[config.mk]
export PLATFORM = sky130hd
export DESIGN_NAME = rc_channel_frame_decoder_core
export DESIGN_NICKNAME = d
export VERILOG_FILES = /design/src/hdl/rcfd_pkg.sv /design/src/hdl/rcfd_framer.sv /design/src/hdl/rcfd_emitter.sv /design/src/hdl/rc_channel_frame_decoder_core.sv
export VERILOG_INCLUDE_DIRS = /design/src /design/src/hdl
export SDC_FILE = /design/constraint.sdc
export NUM_CORES = 1
export LEC_CHECK = 0
export BUFFER_PORTS_ARGS = -buffer_cell sky130_fd_sc_hd__clkbuf_2
export CAP_MARGIN = 20
export CORE_AREA = 2 2 168 170
export CTS_CLUSTER_DIAMETER = 30
export DETAILED_ROUTE_END_ITERATION = 8
export DIE_AREA = 0 0 170 172
export PLACE_DENSITY = 0.71
export SLEW_MARGIN = 10
export SYNTH_ARGS = -nofsm -noshare
export SYNTH_HDL_FRONTEND = slang
export SYNTH_SLANG_ARGS = --single-unit
[constraint.sdc]
create_clock -name clk -period 7.7 [get_ports clk]
set_input_delay 1.54 -clock clk [delete_from_list [all_inputs] [get_ports clk]]
set_output_delay 1.54 -clock clk [all_outputs]
set_load 0.01 [all_outputs]
[src/hdl/rc_channel_frame_decoder_core_defines.svh]
// Assertion macros used by the decoder emitter module.
`ifndef RC_CHANNEL_FRAME_DECODER_CORE_DEFINES_SVH
`define RC_CHANNEL_FRAME_DECODER_CORE_DEFINES_SVH

// Same-cycle implication, checked outside reset.
`define RCFD_ASSERT_NOW(label, clk, rst_n, ante, cons) \
  label: assert property (@(posedge clk) disable iff (!rst_n) (ante) |-> (cons)) \
    else $error("rcfd assertion failed");

// Next-cycle implication, checked outside reset.
`define RCFD_ASSERT_NEXT(label, clk, rst_n, ante, cons) \
  label: assert property (@(posedge clk) disable iff (!rst_n) (ante) |=> (cons)) \
    else $error("rcfd assertion failed");

`endif

[src/hdl/rcfd_pkg.sv]
`default_nettype none

package rcfd_pkg;

  localparam int FRAME_BYTES   = 25;
  localparam int CHANNEL_COUNT = 16;
  localparam int STORE_DEPTH   = FRAME_BYTES - 2;
  localparam int DATA_BYTES    = STORE_DEPTH - 1;
  localparam int CH_BITS       = 11;
  localparam int DATA_W        = DATA_BYTES * 8;
  localparam int CNT_W         = $clog2(FRAME_BYTES);
  localparam int IDX_W         = $clog2(CHANNEL_COUNT);
  localparam int FLAG_W        = 4;

  // Configuration register indexes
  localparam int CFG_IDX_W = 2;
  localparam logic [CFG_IDX_W-1:0] CFG_HEADER = 2'd0;
  localparam logic [CFG_IDX_W-1:0] CFG_END    = 2'd1;

  localparam logic [7:0] HEADER_RESET = 8'h0F;
  localparam logic [7:0] END_RESET    = 8'h00;

  // Completed frame handed from the framer to the emitter
  typedef struct packed {
    logic              valid;
    logic              reject;
    logic [FLAG_W-1:0] flags;
    logic [DATA_W-1:0] data;
  } frame_t;

endpackage

`default_nettype wire

[src/hdl/rcfd_framer.sv]
`default_nettype none

module rcfd_framer (
  input  wire logic          clk,
  input  wire logic          rst_n,
  input  wire logic          byte_take,
  input  wire logic [7:0]    rx_byte,
  input  wire logic [7:0]    header_value,
  input  wire logic [7:0]    end_value,
  output logic               at_end,
  output rcfd_pkg::frame_t   frame
);

  localparam logic [rcfd_pkg::CNT_W-1:0] END_POS =
    rcfd_pkg::CNT_W'(rcfd_pkg::FRAME_BYTES - 1);

  logic                         collecting_r, collecting_nxt;
  logic [rcfd_pkg::CNT_W-1:0]   count_r, count_nxt;
  logic [7:0]                   store_r [rcfd_pkg::STORE_DEPTH];
  logic [rcfd_pkg::CNT_W-1:0]   wr_idx;
  logic                         wr_en;
  logic [rcfd_pkg::DATA_W-1:0]  data_bits;

  assign at_end = collecting_r && (count_r == END_POS);
  assign wr_idx = count_r - rcfd_pkg::CNT_W'(1);
  assign wr_en  = byte_take && collecting_r && (count_r != END_POS);

  // Advance the hunt / collect sequence
  always_comb begin
    collecting_nxt = collecting_r;
    count_nxt      = count_r;
    if (byte_take) begin
      if (!collecting_r) begin
        if (rx_byte == header_value) begin
          collecting_nxt = 1'b1;
          count_nxt      = rcfd_pkg::CNT_W'(1);
        end
      end else if (count_r == END_POS) begin
        collecting_nxt = 1'b0;
        count_nxt      = '0;
      end else begin
        count_nxt = count_r + rcfd_pkg::CNT_W'(1);
      end
    end
  end

  always_ff @(posedge clk) begin
    if (!rst_n) begin
      collecting_r <= 1'b0;
      count_r      <= '0;
    end else begin
      collecting_r <= collecting_nxt;
      count_r      <= count_nxt;
    end
  end

  // Hold payload bytes 1..23
  always_ff @(posedge clk) begin
    if (wr_en) begin
      store_r[wr_idx] <= rx_byte;
    end
  end

  // Gather channel bytes LSB-first
  always_comb begin
    for (int i = 0; i < rcfd_pkg::DATA_BYTES; i++) begin
      data_bits[i*8 +: 8] = store_r[i];
    end
  end

  // Hand over the frame on the end byte
  always_comb begin
    frame.valid  = byte_take && at_end;
    frame.reject = rx_byte != end_value;
    frame.flags  = store_r[rcfd_pkg::STORE_DEPTH-1][rcfd_pkg::FLAG_W-1:0];
    frame.data   = data_bits;
  end

endmodule

`default_nettype wire

[src/hdl/rcfd_emitter.sv]
`default_nettype none
`include "rc_channel_frame_decoder_core_defines.svh"

module rcfd_emitter (
  input  wire logic                        clk,
  input  wire logic                        rst_n,
  input  wire rcfd_pkg::frame_t            frame,
  output logic                             busy,
  output logic                             out_valid,
  input  wire logic                        out_stall,
  output logic                             out_status,
  output logic [3:0]                       out_channel_index,
  output logic [10:0]                      out_channel_value,
  output logic                             out_digital_one,
  output logic                             out_digital_two,
  output logic                             out_lost_flag,
  output logic                             out_safe_mode_flag,
  output logic                             out_last
);

  localparam logic [rcfd_pkg::IDX_W-1:0] LAST_IDX =
    rcfd_pkg::IDX_W'(rcfd_pkg::CHANNEL_COUNT - 1);

  logic                          busy_r, busy_nxt;
  logic                          reject_r, reject_nxt;
  logic [rcfd_pkg::IDX_W-1:0]    idx_r, idx_nxt;
  logic [rcfd_pkg::FLAG_W-1:0]   flags_r, flags_nxt;
  logic [rcfd_pkg::DATA_W-1:0]   data_r, data_nxt;
  logic                          xfer;
  logic                          last_res;

  assign busy     = busy_r;
  assign xfer     = busy_r && !out_stall;
  assign last_res = reject_r || (idx_r == LAST_IDX);

  // Load a frame, or shift to the next channel after each transfer
  always_comb begin
    busy_nxt   = busy_r;
    reject_nxt = reject_r;
    idx_nxt    = idx_r;
    flags_nxt  = flags_r;
    data_nxt   = data_r;
    if (frame.valid) begin
      busy_nxt   = 1'b1;
      reject_nxt = frame.reject;
      idx_nxt    = '0;
      flags_nxt  = frame.flags;
      data_nxt   = frame.data;
    end else if (xfer) begin
      if (last_res) begin
        busy_nxt = 1'b0;
      end else begin
        idx_nxt  = idx_r + rcfd_pkg::IDX_W'(1);
        data_nxt = data_r >> rcfd_pkg::CH_BITS;
      end
    end
  end

  always_ff @(posedge clk) begin
    if (!rst_n) begin
      busy_r   <= 1'b0;
      reject_r <= 1'b0;
      idx_r    <= '0;
    end else begin
      busy_r   <= busy_nxt;
      reject_r <= reject_nxt;
      idx_r    <= idx_nxt;
    end
  end

  always_ff @(posedge clk) begin
    flags_r <= flags_nxt;
    data_r  <= data_nxt;
  end

  // Drive the result; a rejection carries only status and last
  assign out_valid          = busy_r;
  assign out_status         = reject_r;
  assign out_last           = last_res;
  assign out_channel_index  = reject_r ? '0 : idx_r;
  assign out_channel_value  = reject_r ? '0 : data_r[rcfd_pkg::CH_BITS-1:0];
  assign out_digital_one    = !reject_r && flags_r[0];
  assign out_digital_two    = !reject_r && flags_r[1];
  assign out_lost_flag      = !reject_r && flags_r[2];
  assign out_safe_mode_flag = !reject_r && flags_r[3];

  `RCFD_ASSERT_NOW(a_load_when_idle, clk, rst_n, frame.valid, !busy_r)
  `RCFD_ASSERT_NOW(a_reject_single, clk, rst_n, busy_r && reject_r, idx_r == '0)
  `RCFD_ASSERT_NEXT(a_idle_after_last, clk, rst_n, xfer && last_res && !frame.valid, !busy_r)
  `RCFD_ASSERT_NEXT(a_index_steps, clk, rst_n, xfer && !last_res,
                    busy_r && idx_r == $past(idx_r) + rcfd_pkg::IDX_W'(1))

endmodule

`default_nettype wire

[src/hdl/rc_channel_frame_decoder_core.sv]
// Channel   Direction  Handshake            Payload
// in        input      in_valid/in_stall    in_rx_byte
// out       output     out_valid/out_stall  status, index, value, flags, last
// cfg       input      cfg_wr_en            cfg_index, cfg_wr_data
//
// One byte is taken per cycle unless stalled; header and payload bytes never stall.
// A good frame yields 16 results, a bad end byte yields one; the channel
// index counter sets this figure.
// The end byte of a frame stalls while the previous frame is still emitting.
// Synchronous active-low reset: hunting, header 0x0F, end value 0x00.
`default_nettype none

module rc_channel_frame_decoder_core (
  input  wire logic                           clk,
  input  wire logic                           rst_n,
  input  wire logic                           in_valid,
  output logic                                in_stall,
  input  wire logic [7:0]                     in_rx_byte,
  output logic                                out_valid,
  input  wire logic                           out_stall,
  output logic                                out_status,
  output logic [3:0]                          out_channel_index,
  output logic [10:0]                         out_channel_value,
  output logic                                out_digital_one,
  output logic                                out_digital_two,
  output logic                                out_lost_flag,
  output logic                                out_safe_mode_flag,
  output logic                                out_last,
  input  wire logic                           cfg_wr_en,
  input  wire logic [rcfd_pkg::CFG_IDX_W-1:0] cfg_index,
  input  wire logic [7:0]                     cfg_wr_data
);

  logic [7:0]       header_value_r, end_value_r;
  logic             at_end;
  logic             emit_busy;
  logic             byte_take;
  rcfd_pkg::frame_t frame;

  // Config register writes
  always_ff @(posedge clk) begin
    if (!rst_n) begin
      header_value_r <= rcfd_pkg::HEADER_RESET;
      end_value_r    <= rcfd_pkg::END_RESET;
    end else if (cfg_wr_en) begin
      case (cfg_index)
        rcfd_pkg::CFG_HEADER: header_value_r <= cfg_wr_data;
        rcfd_pkg::CFG_END:    end_value_r    <= cfg_wr_data;
        default: ;
      endcase
    end
  end

  // Hold the end byte until the emitter is free
  assign in_stall  = at_end && emit_busy;
  assign byte_take = in_valid && !in_stall;

  rcfd_framer u_framer (
    .clk          (clk),
    .rst_n        (rst_n),
    .byte_take    (byte_take),
    .rx_byte      (in_rx_byte),
    .header_value (header_value_r),
    .end_value    (end_value_r),
    .at_end       (at_end),
    .frame        (frame)
  );

  rcfd_emitter u_emitter (
    .clk                (clk),
    .rst_n              (rst_n),
    .frame              (frame),
    .busy               (emit_busy),
    .out_valid          (out_valid),
    .out_stall          (out_stall),
    .out_status         (out_status),
    .out_channel_index  (out_channel_index),
    .out_channel_value  (out_channel_value),
    .out_digital_one    (out_digital_one),
    .out_digital_two    (out_digital_two),
    .out_lost_flag      (out_lost_flag),
    .out_safe_mode_flag (out_safe_mode_flag),
    .out_last           (out_last)
  );

endmodule

`default_nettype wire
==> results of run 1 <==
## cell families after synthesis
family,count (synthesis)
AND/OR/NAND/NOR,620
multiplexers,18
buffers and inverters,61
XOR/XNOR,19
flip-flops,388
adder cells (fa/ha/maj),7
AO/OA/AOI/OAI,31
## path summary, 6_finish.rpt
path                                                            end  slack (ps)  cells after the start
worst max-delay path            u_emitter.data_r[174]$_SDFFCE_PN0P_        3650                      7
worst min-delay path                 u_emitter.flags_r[2]$_DFFE_PP_         420                      0
worst max register to register  u_emitter.data_r[174]$_SDFFCE_PN0P_        3750                      8
worst min register to register       u_emitter.flags_r[2]$_DFFE_PP_         420                      0
## power groups by stage
stage,sequential (mW),combinational (mW),clock (mW)
floorplan,2.33,0.0155,0
global route,2.29,0.0573,3.32
finish,2.30,0.0531,3.17
detailed placement,2.33,0.0542,0
global placement,2.33,0.0528,0
CTS,2.29,0.0544,3.21
## synthesized netlist by cell type, drive strengths merged (2+ instances only)
| cell | count | share of area, % |
|---|---|---|
| dfxtp | 28 | 3.8 |
| nand3b | 2 | 0.10 |
| buf | 40 | 1.9 |
| nand2 | 513 | 13 |
| and2 | 11 | 0.46 |
| o21ai | 6 | 0.20 |
| clkbuf | 12 | 0.30 |
| a21oi | 6 | 0.20 |
| nand4 | 2 | 0.084 |
| o211ai | 2 | 0.10 |
| nor3b | 2 | 0.10 |
| a311oi | 2 | 0.16 |
| ha | 7 | 0.59 |
| edfxtp | 360 | 73 |
| inv | 8 | 0.20 |
| nor4 | 3 | 0.13 |
| mux2i | 17 | 1.1 |
| nor4b | 2 | 0.12 |
| a22oi | 2 | 0.10 |
| nand3 | 8 | 0.27 |
| xor2 | 11 | 0.65 |
| xnor2 | 8 | 0.47 |
| a31oi | 4 | 0.17 |
| nor2 | 49 | 1.2 |
| nor2b | 20 | 0.84 |
| nor3 | 4 | 0.13 |
## critical path: stages
cell	delay, ps
clkbuf_2	110
nand2_1	170
or3_4	770
clkinv_4	690
buf_4	450
buf_16	270
and2_1	220
## per-stage QoR
| stage | util, % | cell area [µm²] | power (mW) | setup WS [ps] | instances |
|---|---|---|---|---|---|
| floorplan | - | 14900 | 2.35 | 1160 | 1144 |
| global placement | 55.7 | 15300 | 2.39 | 3040 | 1492 |
| detailed placement | 55.7 | 15300 | 2.39 | 3010 | 1492 |
| CTS | 64.8 | 17800 | 5.56 | 3570 | 1626 |
| global route | 64.9 | 17800 | 5.67 | 3420 | 1627 |
| finish | 64.9 | 17800 | 5.52 | 3650 | 1627 |
## flip-flops by register name (all words and copies together) (netlist names)
signal	count
u_emitter.data_r	176
end_value_r	8
u_framer.store_r	180
u_emitter.busy	1
u_framer.count_r	5
u_emitter.idx_r	4
u_emitter.out_status	1
u_framer.collecting_r	1
u_emitter.flags_r	4
header_value_r	8
## layout make-up
class / instances / area (µm²) / area share, %
flip-flops and latches: 388 / 11400 / 63.8
clock inverters: 51 / 599 / 3.36
inverters: 9 / 38.8 / 0.217
repair buffers: 55 / 333 / 1.87
clock buffers: 83 / 1910 / 10.7
well taps: 346 / 433 / 2.43
multi-input cells: 695 / 3150 / 17.7
## per-layer routing
layer,vias to the layer above,share of wire (%)
met4,0,2.2
met5,-,0
met1,4176,41
met3,55,5.1
li1,4079,-
met2,251,52
==> metrics.txt, run 1 <==
status=finished, final reports clean; fin crit period=just over 4000 ps; WS Path Type=input pin to flip-flop; Initial Utilization=between 50% and 60%; EDFF count, synth=360; Vias=8561; post-synthesis compound-gate area fraction=1.45%; max-slew violations=0; Syn Std Cell Area=roughly 15000 µm²; yosys warns=0; clk slew on worst S/H paths=about 50 ps; Hold WS=approximately 420 ps; initial antenna violation count=0; Die X-Extent=about 170 µm; Post-synth top flop=edfxtp_1; clk_skew=22.0 ps; grt ovf=0; Iteration-0 DRC Markers=between 700 and 800; Peak VDD IR=about 0.00024 V; largest family of logic cells by synthesized area=simple AND/OR/NAND/NOR gates; detailed-route wire length=29.2 mm; Cell variety after synth=46; global-route wire length before repair=between 40 and 50 mm; post-layout net count=1251; Setup Viol. Count Final=0; RSZ-0062 raised after global routing=no; Residual DRC=0; Worst-Margin Slew=about 1000 ps; met3 Track Usage GR=about 3.9%; # H-tree levels=3; Post-CTS Setup Bufs=0; # rows=61; Hold WC Path Type=flip-flop to flip-flop; Slew HR=roughly a third; setup TNS=0 ps; Post-Synth XOR/XNOR Area=under 10%; Worst Hold Launch=u_framer.store_r[22][2]$_DFFE_PP_; post-synthesis sequential area ratio=between 70% and 80%; Simple-Gate Fraction of Synth Area=around 17%; layout cells sized above 1=about 13%; Synth Area in Adders=0.589%; mux share of post-synthesis cell area=under 10%; syn_nets=approximately 1200; WL/cell=17.9 µm; vias per cell=5.26; combinational share of power=under 10%; r2r startpoint=u_framer.count_r[1]$_SDFFE_PN0P_; post-cts sizing count=0; share of async-settable or async-resettable flops after synthesis=0%; GP Congestion=between 0.7 and 0.8; die footprint=roughly 29000 µm²; P&R area growth vs syn=19.9%; Most Crowded Layer GR=met2; CP Launch Point=in_valid; mean post-synth cell area=approximately 13 µm²; MaxCap Viol Count=0; antenna-violating nets left=0; CTS tree=yes; GRT met1 Usage=between 20% and 30%; Worst Setup End Kind=flip-flop; P_sw=1.06 mW; Yosys reg bits=388; Sw Ratio=approximately a fifth; Cell Pwr Density=309 nW/µm²; Synth Instances=1144; Ports=46; die height=172 µm; pin count of the biggest net entering global routing=roughly 180; vias in the first global route=8660; Internal=approximately 4.5 mW; critical path launch point type=input pin; TritonCTS Sinks=388; CORE AREA=27500 µm²; CTS buffer count=72; IO buf count=45; most frequent cells in the layout=512 x nand2_1, 360 x edfxtp_1, 75 x clkbuf_16, 49 x nor2_1, 45 x clkbuf_2; highest clock rate=between 200 and 250 MHz; sequential power share=between 40% and 50%; clock share of power=57.4%; drt pass-1 iters=5; Data arrival, critical path=~4400 ps; final worst path period share=between 50 and 60%; Clock Tree Root=clkbuf_16; final hold vios=0; CTS Hold Bufs=0; clock tree buffer depth=3; GRT Total Usage=around a fifth; commonest non-fill, non-tap cell in the layout=nand2_1; hpwl dp=~15 mm; filler cell count=between 1500 and 2000; crit-path max FO=85; grt met2 use=approximately 36%; worst-skew pair later-pin latency=roughly 550 ps; n_diodes=0; P_leak=~6.2 nW; Critical Path RT=8000 ps
(Power assumes the default switching activity.)
==> inputs of run 2 (changes only) <==
==> constraint.sdc (replaced) <==
create_clock -name clk -period 3.8 [get_ports clk]
set_input_delay 0.76 -clock clk [delete_from_list [all_inputs] [get_ports clk]]
set_output_delay 0.76 -clock clk [all_outputs]
set_load 0.01 [all_outputs]
==> run 2 against run 1 <==
Effect of this change: flip-flop and latch count unchanged; via count hardly changed; global-route usage increased by 0.49 points; final cell count shrank 0.68%; clock-buffer cell count fell by 19; non-clock buffer count increased by 11; largest power group unchanged; clock power rose by 73%; largest cell class unchanged.
==> metrics.txt, run 2 (same netlist as run 1, synthesis figures left out) <==
final worst path period share=slightly below 80%; Residual DRC=0; die footprint=about 30000 µm²; layout cells sized above 1=between 10% and 20%; pin count of the biggest net entering global routing=152; clock tree buffer depth=3; CTS Hold Bufs=0; clk_skew=approximately 25 ps; Hold WC Path Type=flip-flop to flip-flop; CTS buffer count=60; WS Path Type=flip-flop to primary output; final worst slack=~800 ps; combinational share of power=1.1%; Internal=between 8 and 9 mW; n_diodes=0; setup TNS=0 ps; global-route wire length before repair=approximately 47 mm; Hold Path Depth=0; fin crit period=about 3000 ps; Worst-Margin Slew=between 800 and 900 ps; Cell Pwr Density=around 580 nW/µm²; r2r worst-path depth=6; vias in the first global route=between 8000 and 9000; IO buf count=between 40 and 50; critical path launch point type=flip-flop; Worst path max stage delay=between 500 and 600 ps; initial antenna violation count=0; # H-tree levels=2; status=finished, final reports clean; most used cell, CP=inv_1; die height=about 170 µm; top flop regs=u_framer.store_r x180, u_emitter.data_r x176; P_leak=6.06 nW; CORE AREA=around 27000 µm²; CP max stage cell=dfxtp_1; Data arrival, critical path=between 2000 and 2500 ps; clock share of power=between 50% and 60%; WL/cell=between 15 and 20 µm; Clock Tree Root=clkbuf_16; Iteration-0 DRC Markers=704; MaxCap Viol Count=0; detailed-route wire length=roughly 30 mm; most frequent cells in the layout=512 x nand2_1, 360 x edfxtp_1, 61 x clkbuf_16, 49 x nor2_1, 45 x clkbuf_2; Initial Utilization=54.1%; drt pass-1 iters=4; Worst Setup End Kind=primary output; worst-skew pair later-pin latency=about 580 ps; max FFs per register=180; Setup Viol. Count Final=0; antenna-violating nets left=0; max-slew violations=0; P_sw=about 2.1 mW; hpwl dp=approximately 16 mm; Critical Path RT=between 3000 and 4000 ps; P&R area growth vs syn=17.6%; cell family with most CP delay=flip-flops; RSZ-0062 raised after global routing=no; Post-CTS Setup Bufs=0; Vias=~8600; Ports=46; # rows=61; post-layout net count=between 1000 and 1500; sequential power share=45.4%; Die X-Extent=170 µm; vias per cell=5.29; Largest Register=u_framer.store_r; highest clock rate=about 330 MHz; GP Congestion=0.850; commonest non-fill, non-tap cell in the layout=nand2_1; Peak VDD IR=around 0.0005 V; Sw Ratio=just over 20%; clk slew on worst S/H paths=60 ps; grt ovf=0; pre-CTS WS=about 950 ps; Critical Path, Cell by Cell=inv_1 > ha_1 > and4b_1 > nand3_1 > inv_1 > clkbuf_2; TritonCTS Sinks=about 390; GRT Total Usage=a little over a fifth; CTS tree=yes; final hold vios=0; post-cts sizing count=0; CP Buf/Inv Count=3; CP Depth=6; crit-path max FO=12; Slew HR=roughly two fifths
## run 2: changes by cell type in the layout (fill, tap and decap cells not counted), sizes merged
cell	previous run	this run
clkinvlp	6	7
bufinv	11	7
clkinv	34	20
clkbuf	128	109
inv	9	23
buf	10	21
## run 2: power groups by stage
stage,combinational (mW),sequential [mW],clock [mW]
after CTS,0.112,4.64,5.53
after global placement,0.111,4.73,0
after floorplan,0.0313,4.73,0
final,0.109,4.64,5.47
after global routing,0.117,4.64,5.70
after detailed placement,0.111,4.73,0
## run 2: metal layers
metal	vias up	track usage [%]	share of wire, %
met1	4221	26.6	41
met5	-	0	0
met3	41	2.75	4.3
met4	0	5.76	1.7
met2	221	38.9	53
li1	4073	-	-
## run 2: path summary, 6_finish.rpt
path | from | end | slack (ps)
worst max register to register | u_framer.count_r[0]$_SDFFE_PN0P_ | u_framer.store_r[8][1]$_DFFE_PP_ | 910
worst min register to register | u_framer.store_r[22][3]$_DFFE_PP_ | u_emitter.flags_r[3]$_DFFE_PP_ | 420
worst max-delay path | u_framer.count_r[0]$_SDFFE_PN0P_ | in_stall | 800
worst min-delay path | u_framer.store_r[22][3]$_DFFE_PP_ | u_emitter.flags_r[3]$_DFFE_PP_ | 420
## run 2: stage by stage
| step | cells | hold slack, ps | utilization (%) | total power [mW] | cell area [µm²] |
|---|---|---|---|---|---|
| 5_1_grt | 1616 | 425 | 63.7 | 10.5 | 17500 |
| 6_report | 1616 | 418 | 63.7 | 10.2 | 17500 |
| 4_1_cts | 1616 | 420 | 63.7 | 10.3 | 17500 |
| 3_3_place_gp | 1504 | 402 | 56.2 | 4.84 | 15400 |
| 3_5_place_dp | 1504 | 406 | 56.2 | 4.84 | 15400 |
| 2_1_floorplan | 1144 | 400 | - | 4.76 | 14900 |
## run 2: worst register-to-register path, cell delays in order (launching register included)
cell     delay, ps
dfxtp_1        550
inv_1          180
ha_1           290
and4b_1        290
nor2_1         250
nand2_1        280
nor2_1         670
## run 2: final cells by class
| cell class | count | area [µm²] |
|---|---|---|
| fillers | 1998 | 9980 |
| clock buffers | 64 | 1540 |
| well taps | 346 | 433 |
| repair buffers | 66 | 433 |
| multi-input cells | 695 | 3160 |
| clock inverters | 48 | 520 |
| inverters | 9 | 38.8 |
| flip-flops and latches | 388 | 11400 |
==> inputs of run 3 (changes only) <==
==> constraint.sdc (replaced) <==
create_clock -name clk -period 3 [get_ports clk]
set_input_delay 0.6 -clock clk [delete_from_list [all_inputs] [get_ports clk]]
set_output_delay 0.6 -clock clk [all_outputs]
set_load 0.01 [all_outputs]
==> run 3 against run 2 <==
Effect of this change: wire length is 2.0% higher; clock-buffer cell count is 14 higher; non-clock buffer count is 24 higher; die area stayed put; register-to-register slack worse by 630 ps; worst setup slack worse by 620 ps; clock power is 36% higher; largest power group unchanged.
==> metrics.txt, run 3 (same netlist as run 1, synthesis figures left out) <==
status=finished, final reports clean; vias in the first global route=8802; vias per cell=between 5 and 6; GRT Total Usage=a little over a fifth; Peak VDD IR=about 0.00049 V; P_leak=around 6.3 nW; worst-skew pair later-pin latency=roughly 540 ps; Critical Path, Cell by Cell=inv_1 > ha_1 > and4b_1 > nand3_1 > inv_1 > clkbuf_2; GRT met1 Usage=28.3%; Setup Viol. Count Final=0; hpwl dp=17.2 mm; grt met2 use=36.3%; crit-path max FO=14; Slew HR=60.1%; CP max stage cell=dfxtp_1; GP Congestion=0.814; drt pass-1 iters=5; pin count of the biggest net entering global routing=between 80 and 90; max-slew violations=0; # H-tree levels=3; final worst path period share=a little over nine tenths; commonest non-fill, non-tap cell in the layout=nand2_1; P&R area growth vs syn=20.4%; CORE AREA=27500 µm²; setup TNS=0 ps; fin crit period=about 2800 ps; Post-CTS Setup Bufs=0; post-layout net count=about 1300; Most Crowded Layer GR=met2; MaxCap Viol Count=0; Ports=46; WS Path Type=flip-flop to primary output; WL/cell=18.5 µm; Iteration-0 DRC Markers=802; IO buf count=45; Hold WC Path Type=input pin to flip-flop; clk_skew=around 17 ps; n_diodes=0; TritonCTS Sinks=roughly 390; die footprint=29200 µm²; CTS tree=yes; global-route wire length before repair=48.0 mm; initial antenna violation count=1; met3 Track Usage GR=roughly 5.0%; most frequent cells in the layout=512 x nand2_1, 360 x edfxtp_1, 71 x clkbuf_16, 49 x nor2_1, 45 x clkbuf_2; critical path launch point type=flip-flop; Data arrival, critical path=between 2000 and 2500 ps; Vias=about 8600; top flop regs=u_framer.store_r x180, u_emitter.data_r x176; Largest Register=u_framer.store_r; most used cell, CP=inv_1; Worst path max stage delay=roughly 590 ps; Hold WS=~300 ps; clock tree buffer depth=3; Initial Utilization=54.1%; detailed-route wire length=30.5 mm; Die X-Extent=roughly 170 µm; Residual DRC=0; # rows=61; Worst Setup End Kind=primary output; max FFs per register=between 150 and 200; die height=between 150 and 200 µm; layout cells sized above 1=between 15 and 20%; Cell Pwr Density=approximately 750 nW/µm²; RSZ-0062 raised after global routing=no; highest clock rate=355 MHz; Clock Tree Root=clkbuf_16; grt ovf=0; final hold vios=0; CTS buffer count=67; Critical Path RT=between 2000 and 2500 ps; antenna-violating nets left=0; CTS Hold Bufs=0; cell family with most CP delay=flip-flops; Worst-Margin Slew=approximately 600 ps; CP Buf/Inv Count=3; post-cts sizing count=0; clk slew on worst S/H paths=about 50 ps
==> run 3: changes by cell type in the layout (fill, tap and decap cells not counted), sizes merged <==
cell    delta
buf       +24
clkbuf    +14
inv        -7
clkinv     +3
==> run 3: worst min-delay path, delay by kind of cell <==
kind / cells / cell delay [ps]
buffers and inverters: 1 / 90
muxes: 1 / 60
and+or+nand+nor: 1 / 60
==> run 3: metrics by stage <==
stage          power [mW]  instances  worst slack, ps  area, µm²  util [%]
2_1_floorplan        6.03       1144              147      14900         -
3_3_place_gp         6.13       1528              412      15700      57.0
3_5_place_dp         6.13       1528              314      15700      57.0
4_1_cts              13.6       1650              179      17900      65.2
5_1_grt              13.8       1650             51.2      17900      65.2
6_report             13.5       1650              181      17900      65.2
==> run 3: path summary, 6_finish.rpt <==
| check | startpoint | endpoint | slack, ps | cells after the start |
|---|---|---|---|---|
| setup / recovery | u_framer.count_r[1]$_SDFFE_PN0P_ | in_stall | 180 | 6 |
| hold / removal | cfg_wr_data[3] | header_value_r[3]$_SDFFE_PN1P_ | 300 | 3 |
| setup reg to reg | u_framer.count_r[1]$_SDFFE_PN0P_ | u_emitter.data_r[63]$_DFFE_PP_ | 280 | 8 |
| hold reg to reg | u_framer.store_r[22][0]$_DFFE_PP_ | u_emitter.flags_r[0]$_DFFE_PP_ | 420 | 0 |
==> run 3: cell type report <==
cell class | instances | area [µm²]
clock inverter | 44 | 440
tap | 346 | 433
multi-input combinational | 695 | 3160
clock buffer | 78 | 1800
fill | 1929 | 9570
timing repair buffer | 90 | 663
inverter | 9 | 38.8
sequential | 388 | 11400
==> run 3: layer usage <==
| metal | share of wire, % | up-vias |
|---|---|---|
| met5 | 0 | - |
| met2 | 49 | 266 |
| met4 | 2.9 | 0 |
| li1 | - | 4129 |
| met3 | 6.4 | 57 |
| met1 | 42 | 4166 |
==> run 3: power by group <==
group	leakage, nW	internal, mW	switching (mW)
logic	2.33	0.0385	0.105
registers	2.87	5.88	0.00527
clock network	1.09	4.92	2.52
